===== config.mk =====
export PLATFORM = sky130hd
export DESIGN_NAME = thpc_hdr_state
export DESIGN_NICKNAME = d
export VERILOG_FILES = /design/src/rtl/core/thpc_pkg.sv /design/src/rtl/core/thpc_hdr_state.sv
export SDC_FILE = /design/constraint.sdc
export NUM_CORES = 1
export LEC_CHECK = 0
export BUFFER_PORTS_ARGS = -buffer_cell sky130_fd_sc_hd__buf_2
export CORE_UTILIZATION = 57
export DETAILED_ROUTE_END_ITERATION = 16
export MAX_ROUTING_LAYER = met4
export PLACE_DENSITY = 0.82
export SLEW_MARGIN = 40
export SYNTH_ARGS = -nofsm -noshare
export SYNTH_HDL_FRONTEND = slang
export SYNTH_SLANG_ARGS = --single-unit

===== constraint.sdc =====
create_clock -name clk -period 4.4 [get_ports clk]
set_input_delay 0.66 -clock clk [delete_from_list [all_inputs] [get_ports clk]]
set_output_delay 0.66 -clock clk [all_outputs]
set_load 0.02 [all_outputs]

===== src/rtl/core/thpc_pkg.sv =====
// Shared types and constants for the transport packet header checker.
`default_nettype none

package thpc_pkg;

  // Byte count saturates here
  localparam logic [16:0] COUNT_MAX = 17'h1FFFF;

  // Fixed header layout
  localparam logic [7:0]  START_BYTE   = 8'h7E;
  localparam logic [7:0]  VERSION_BYTE = 8'h01;
  localparam logic [16:0] MIN_PKT_LEN  = 17'd12;
  localparam logic [7:0]  BASE_HDR_LEN = 8'd12;

  // Positions in the packed flag vector
  localparam int FLAG_CNT  = 0;
  localparam int FLAG_SKIP = 1;
  localparam int FLAG_CID  = 2;
  localparam int FLAG_DID  = 3;
  localparam int FLAG_SEG  = 4;

  // Status codes
  localparam logic [3:0] ST_OK         = 4'd0;
  localparam logic [3:0] ST_SHORT      = 4'd1;
  localparam logic [3:0] ST_START      = 4'd2;
  localparam logic [3:0] ST_VERSION    = 4'd3;
  localparam logic [3:0] ST_HDR_LEN    = 4'd4;
  localparam logic [3:0] ST_PKT_LEN    = 4'd5;
  localparam logic [3:0] ST_CRC        = 4'd6;
  localparam logic [3:0] ST_SEG_NO_ID  = 4'd7;
  localparam logic [3:0] ST_SEG_NO_CNT = 4'd8;

  // Header tracking state, as seen after the current byte
  typedef struct packed {
    logic [16:0] count;
    logic [15:0] crc;
    logic [15:0] rx_crc;
    logic        start_ok;
    logic        ver_ok;
    logic [7:0]  hdr_len;
    logic [4:0]  flags;
    logic [15:0] counter;
    logic [31:0] client;
    logic [15:0] data_id;
    logic [15:0] seg;
    logic [7:0]  proto;
    logic [15:0] length;
  } hdr_t;

endpackage

`default_nettype wire


===== src/rtl/core/thpc_hdr_state.sv =====
// Per-packet header state: byte count, field capture and header CRC.
`default_nettype none

module thpc_hdr_state import thpc_pkg::*; (
  input  wire logic       clk,
  input  wire logic       rst,
  input  wire logic       go,
  input  wire logic [7:0] data_byte,
  input  wire logic       last_byte,
  output hdr_t            upd
);

  hdr_t cur;
  hdr_t blank;

  // CRC-16, poly 0x1021, MSB first, one byte
  function automatic logic [15:0] crc16_byte(input logic [15:0] c_in, input logic [7:0] b);
    logic [15:0] c;
    c = c_in ^ {b, 8'h00};
    for (int k = 0; k < 8; k++) begin
      c = c[15] ? ({c[14:0], 1'b0} ^ 16'h1021) : {c[14:0], 1'b0};
    end
    return c;
  endfunction

  logic [16:0] idx;
  logic [16:0] pos;
  logic [17:0] idx_p1;
  logic [17:0] idx_p2;
  logic [3:0]  beg_cid;
  logic [3:0]  beg_did;
  logic [3:0]  beg_seg;
  logic        opt_zone;
  logic        in_cnt;
  logic        in_cid;
  logic        in_did;
  logic        in_seg;

  assign idx    = cur.count;
  assign idx_p1 = {1'b0, idx} + 18'd1;
  assign idx_p2 = {1'b0, idx} + 18'd2;
  assign pos    = idx - 17'd10;

  // Optional field regions, laid out in flag order after byte 9
  assign beg_cid  = cur.flags[FLAG_CNT] ? 4'd2 : 4'd0;
  assign beg_did  = beg_cid + (cur.flags[FLAG_CID] ? 4'd4 : 4'd0);
  assign beg_seg  = beg_did + (cur.flags[FLAG_DID] ? 4'd2 : 4'd0);
  assign opt_zone = (idx >= 17'd10);
  assign in_cnt   = opt_zone && cur.flags[FLAG_CNT] && (pos < 17'd2);
  assign in_cid   = opt_zone && cur.flags[FLAG_CID] && (pos >= {13'd0, beg_cid}) &&
                    (pos < {13'd0, beg_cid} + 17'd4);
  assign in_did   = opt_zone && cur.flags[FLAG_DID] && (pos >= {13'd0, beg_did}) &&
                    (pos < {13'd0, beg_did} + 17'd2);
  assign in_seg   = opt_zone && cur.flags[FLAG_SEG] && (pos >= {13'd0, beg_seg}) &&
                    (pos < {13'd0, beg_seg} + 17'd2);

  // State after taking the current byte
  always_comb begin
    upd = cur;
    upd.count = (idx == COUNT_MAX) ? idx : idx_p1[16:0];
    case (idx)
      17'd0: if (data_byte == START_BYTE) upd.start_ok = 1'b1;
      17'd1: if (data_byte == VERSION_BYTE) upd.ver_ok = 1'b1;
      17'd2: upd.hdr_len = data_byte;
      17'd3: upd.length[15:8] = data_byte;
      17'd4: upd.length[7:0] = data_byte;
      17'd5: upd.proto = data_byte;
      17'd9: upd.flags = {data_byte[6], data_byte[5], data_byte[3], data_byte[2],
                          data_byte[0]};
      default: begin
        if (in_cnt) upd.counter = {cur.counter[7:0], data_byte};
        if (in_cid) upd.client  = {cur.client[23:0], data_byte};
        if (in_did) upd.data_id = {cur.data_id[7:0], data_byte};
        if (in_seg) upd.seg     = {cur.seg[7:0], data_byte};
      end
    endcase
    // CRC covers the header up to its own two bytes
    if (idx < 17'd3 || idx_p2 < {10'd0, cur.hdr_len}) begin
      upd.crc = crc16_byte(cur.crc, data_byte);
    end
    if (idx >= 17'd3 && idx_p2 == {10'd0, cur.hdr_len}) upd.rx_crc[15:8] = data_byte;
    if (idx >= 17'd3 && idx_p1 == {10'd0, cur.hdr_len}) upd.rx_crc[7:0] = data_byte;
  end

  // Empty packet state: all zero, CRC preset
  always_comb begin
    blank     = '0;
    blank.crc = 16'hFFFF;
  end

  // Advance per transaction, clear on reset or after the final byte
  always_ff @(posedge clk) begin
    if (rst || (go && last_byte)) begin
      cur <= blank;
    end else if (go) begin
      cur <= upd;
    end
  end

endmodule

`default_nettype wire


**Word-level counts from Yosys, hierarchy flattened**

Cells that the tools add are included.

- Bits in read-only memories: 0
- Bits of input ports: 12
- Flip-flop bits (word level): 168
- Output and inout port bits: 168
- Memories kept: 0
- RAM bits: 0
- Logic and storage cells: 99
- Latch bits: 0

- Divide/modulo/power cells: 0
- Reductions and logical operators: 18
- Shifts and indexed selects: 0
- Multiply operators: 0
- Magnitude comparators: 11
- Bitwise gates (word level): 9
- $add $sub $neg: 8
- Equal/unequal tests: 11
- Muxes and demuxes: 29

Operator list:

| kind | count |
|---|---|
| $mux W13 | 8 |
| $mux W80 | 1 |
| $mux W16 | 4 |
| $mux W8 | 6 |
| $eq A18 B8 Y1 | 2 |
| $eq A17 B2 Y1 const B | 2 |
| $eq A17 B3 Y1 const B | 2 |
| $ge A17 B4 Y1 | 2 |
| $lt A17 B2 Y1 const B | 2 |
| $lt A17 B5 Y1 | 2 |
| $mux W32 | 1 |
| $not A3 Y3 | 8 |
| $add A17 B1 Y18 const B | 1 |
| $add A17 B2 Y18 const B | 1 |
| $lt A18 B8 Y1 | 1 |
| $eq A17 B1 Y1 const B | 1 |
| $eq A17 B17 Y1 const B | 1 |
| $eq A17 B4 Y1 const B | 1 |
| $ge A17 B2 Y1 | 1 |
| $ge A17 B2 Y1 const B | 1 |
| $ge A17 B4 Y1 const B | 1 |
| $logic_not A17 Y1 | 1 |
| $lt A17 B4 Y1 | 1 |
| $mux W17 | 1 |
| other kinds (15) | 34 |

**Logic depth before layout (Yosys ltp)**

- Depth after elaboration: 18
- Gate-level depth with buffers: 14
- Mapped depth without buffers: 11

**Worst setup path before layout**

Ideal clock, no wire load.

- Kind: reg2out
- Start: register cur (netlist bit idx[1])
- End: output port upd[58] (netlist name)
- Data arrival time: 3.281 ns
- Required time: 3.740 ns
- Slack: 0.459 ns
- Buffers on the path: 4
- Stages on the path, launching flop included: 14
- Path through: dfxtp_1 -> clkbuf_1 -> inv_1 -> ha_1 -> nand2b_1 -> or4_1 -> a211oi_1 -> o22a_1 -> and3_1 -> buf_6 -> and2_1 -> buf_4 -> buf_6 -> mux2_1

RTL lines:

| item | line | text |
|---|---|---|
| start: declaration | thpc_hdr_state.sv:13 | `hdr_t cur;` |
| start signal: assignment | thpc_hdr_state.sv:94 | `cur <= blank;` |
| start signal: assignment | thpc_hdr_state.sv:96 | `cur <= upd;` |
| end: declaration | thpc_hdr_state.sv:10 | `output hdr_t upd` |

==> summary.txt <==
Boundary Pins: 180
Vias in the first global route: 8574
Diode count: 0
Hold Violations, Final: 0
Main combinational cell family by area after synthesis: multiplexers
Total GRT Usage: 32.5%
Reg clk slew, reported paths: 60 ps
Hold Path Sink: cur[1]
Commonest non-fill, non-tap cell in the layout: buf_2
Area grow syn2layout: 16.7%
CP Buf/Inv Count: 2
Largest net degree at the start of global routing: 55
Fin. max-slew vios: 0
Mux cell area share after synthesis: 27.3%
First-pass GRT wire length: 45100 um
Flop pwr share: 41.2%
Post-Place Cells: 1492
TritonCTS clock tree: done
Clk network pwr share: 41.7%
Min Clock Period, post-route: 4300 ps
Final Setup Violations: 0
Total CTS buffers: 17
Cell count after synthesis: 1144
# rows: 48
Fillers: 1388
Footprint of the multi-input gates: 6420 um^2
Clk sinks: 168
Synth Register Bits: 168
Number of distinct library cells after synthesis: 60
Mapped Nets: 1190
Critical path class: flip-flop to primary output
Horiz. Die Dim: 136 um
Core area: 17500 um^2
Status: finished, final reports clean
Xor and xnor area share after synthesis: 5.78%
CP cell instances: or4_1 -> nor4_4 -> nand3_1 -> a221oi_2 -> and3_4 -> and2_1 -> buf_4 -> mux2_2 -> buf_2
Final worst setup slack: 97.8 ps
Post-route total power: 0.00383 W
Primary FF master, synth: dfxtp_1
Adder-Cell Fraction of Synth Area: 4.20%
Clock buffer depth: 2
Place WS: 211 ps
VDD IR max: 400 uV
Asr flop ratio synth: 0%
Fmax: 232 MHz
Buffers on Ports: 179
Final non-filler cell total: 1527
Post-Synth Simple-Gate Area: 17.0%
Sequential area share after synthesis: 32.6%
End of the worst register-to-register path: cur[38]
Post-synth EDFFs: 0
CP Max Fanout: 16
Yosys warns: 0
Slowest CP cell: or4_1
Antenna violations before repair: 0
Clock Latency Late Sink: 440 ps
Cell area after synthesis: 10300 um^2
Setup Skew: 10.6 ps
WL/cell: 19.3 um
Final cycle utilization of the critical path: 97.8%
Pint: 0.00274 W
DP HPWL: 20000 um
NetSw: 0.00109 W
Crit end category: primary output
Compound-Gate Fraction of Synth Area: 7.47%
Crit path required time: 3740 ps
Total number of vias: 9155
Worst slew margin: 45.6%
Via density: 6.00
Hold Path Class: flip-flop to flip-flop
Crit path largest cell delay: 620 ps
Post-route ant nets: 0
Cells on Worst Hold Path: 2
DRT Pass-1 Iters: 5
Most frequent cells in the layout: 179 x buf_2, 160 x dfxtp_1, 145 x mux2_2, 140 x nand2_1, 111 x mux2i_1
Crit path max-delay family: simple AND/OR/NAND/NOR gates
WHS: 455 ps
Pleak: 5.83 nW
Share of cells above drive strength 1: 32.7%
R2R Setup Slk: 1150 ps
Startpoint types: flip-flop
Clk Tree Root Cell: clkbuf_16
DRT iter0 DRCs: 879
Max cap viols: 0
Nets: 1335
DIE HEIGHT: 136 um
DRC viols: 0
Reg area: 3380 um^2
Reg2reg start: cur[107]
Sw Share: 28.5%
GPL Wtd Cong: 0.984
Die ar.: 18600 um^2
Data arrival, critical path: 3640 ps
Gr ovfl total: 0
Syn_area_per_cell: 9.01 um^2
Initial Util: 59.0%
Routed WL: 29400 um
Setup TNS Final: 0 ps
Min-delay src: cur[1]
Power per cell area: 318 nW/um^2
Logic pwr share: 17.1%
Transition time at the pin with the least slew margin: 817 ps
R2r worst-path depth: 11
H-tree depth: 4
-- layer usage --
layer	up-vias	GRT usage [%]	wire length, um
li1	4293	-	-
met1	4372	41.5	12800
met2	395	49.9	13500
met3	95	5.15	1990
met4	0	16.0	1120
met5	-	-	0
-- worst max-delay path by stage --
stage	slack (ps)	end	from	depth (start not counted)
CTS	10	upd[32]	cur[104]	12
detailed placement	210	upd[130]	idx[1]	11
global placement	290	upd[130]	idx[1]	11
finish	100	upd[96]	idx[12]	9
global route	-3	upd[143]	idx[1]	14
floorplan	460	upd[58]	idx[1]	13
-- flip-flops by register name, summed over array words and instances (netlist names) --
register / count
cur: 151
idx: 17
-- worst min-delay path, stage by stage, from the launching register on --
cell and delay (ps):
dfxtp_1 310, nand2_1 50, a21oi_1 50
-- cells by family (layout without fill, tap and decap cells) --
family,count (synthesis),after routing
mux,262,262
xor+xnor,68,68
simple gates,371,371
flops,168,168
fa+ha+maj,34,34
buf+inv,121,279
compound gates,120,120
-- through the flow --
stage / utilization (%) / area, um^2
global route: 68.8 / 12000
CTS: 68.4 / 12000
finish: 68.8 / 12000
global placement: 64.7 / 11300
detailed placement: 64.8 / 11300
floorplan: - / 10300
-- layout make-up --
cell class	count	share of cell area (%)
Clock buffer	21	3.83
Clock inverter	11	1.32
Inverter	26	0.812
Multi-Input combinational cell	855	53.4
Sequential cell	168	28.1
Tap cell	225	2.34
Timing Repair Buffer	221	10.2
-- synthesized netlist by cell type, types with 2 or more instances --
library cell / number / area, um^2
dfxtp_1: 168 / 3360
mux2_2: 145 / 1630
nand2_1: 140 / 526
mux2i_1: 111 / 1110
clkbuf_1: 68 / 255
nand3_1: 66 / 330
nor2_1: 66 / 248
o21ai_0: 51 / 255
xnor2_1: 40 / 350
ha_1: 33 / 413
xor2_1: 28 / 245
inv_1: 25 / 93.8
a21oi_1: 24 / 120
nand4_1: 15 / 93.8
nor3_1: 15 / 75.1
and3_1: 12 / 75.1
buf_6: 12 / 135
or3_1: 12 / 75.1
buf_2: 10 / 50.1
a211oi_1: 9 / 67.6
a21o_1: 8 / 60.1
and2_1: 8 / 50.1
mux2_1: 6 / 67.6
nor4_1: 6 / 37.5
nand2b_1: 5 / 31.3
nor2b_1: 5 / 31.3
nand3b_1: 4 / 30.0
or2_2: 4 / 25.0
or4_1: 4 / 30.0
a311o_1: 3 / 30.0
buf_4: 3 / 22.5
nand3_2: 3 / 30.0
a31oi_1: 2 / 12.5
a41o_1: 2 / 20.0
o2111ai_1: 2 / 17.5
o211a_1: 2 / 20.0
o21a_1: 2 / 15.0
o31a_1: 2 / 17.5
o31ai_1: 2 / 15.0
-- power groups by stage --
| stage | combinational [W] | clock, W | sequential, W |
|---|---|---|---|
| 6_report | 0.000656 | 0.00160 | 0.00158 |
| 2_1_floorplan | 0.000473 | 0 | 0.00160 |
| 4_1_cts | 0.000648 | 0.00160 | 0.00158 |
| 3_5_place_dp | 0.000641 | 0 | 0.00161 |
| 5_1_grt | 0.000703 | 0.00168 | 0.00158 |
| 3_3_place_gp | 0.000628 | 0 | 0.00161 |
-- what timing repair did --
action,CTS,global route
hold buffers,0,0
pin swaps,1,2
setup endpoints to repair,96,112
setup buffers,0,3
resized for setup,4,17
Power figures use the tool's default switching activity.
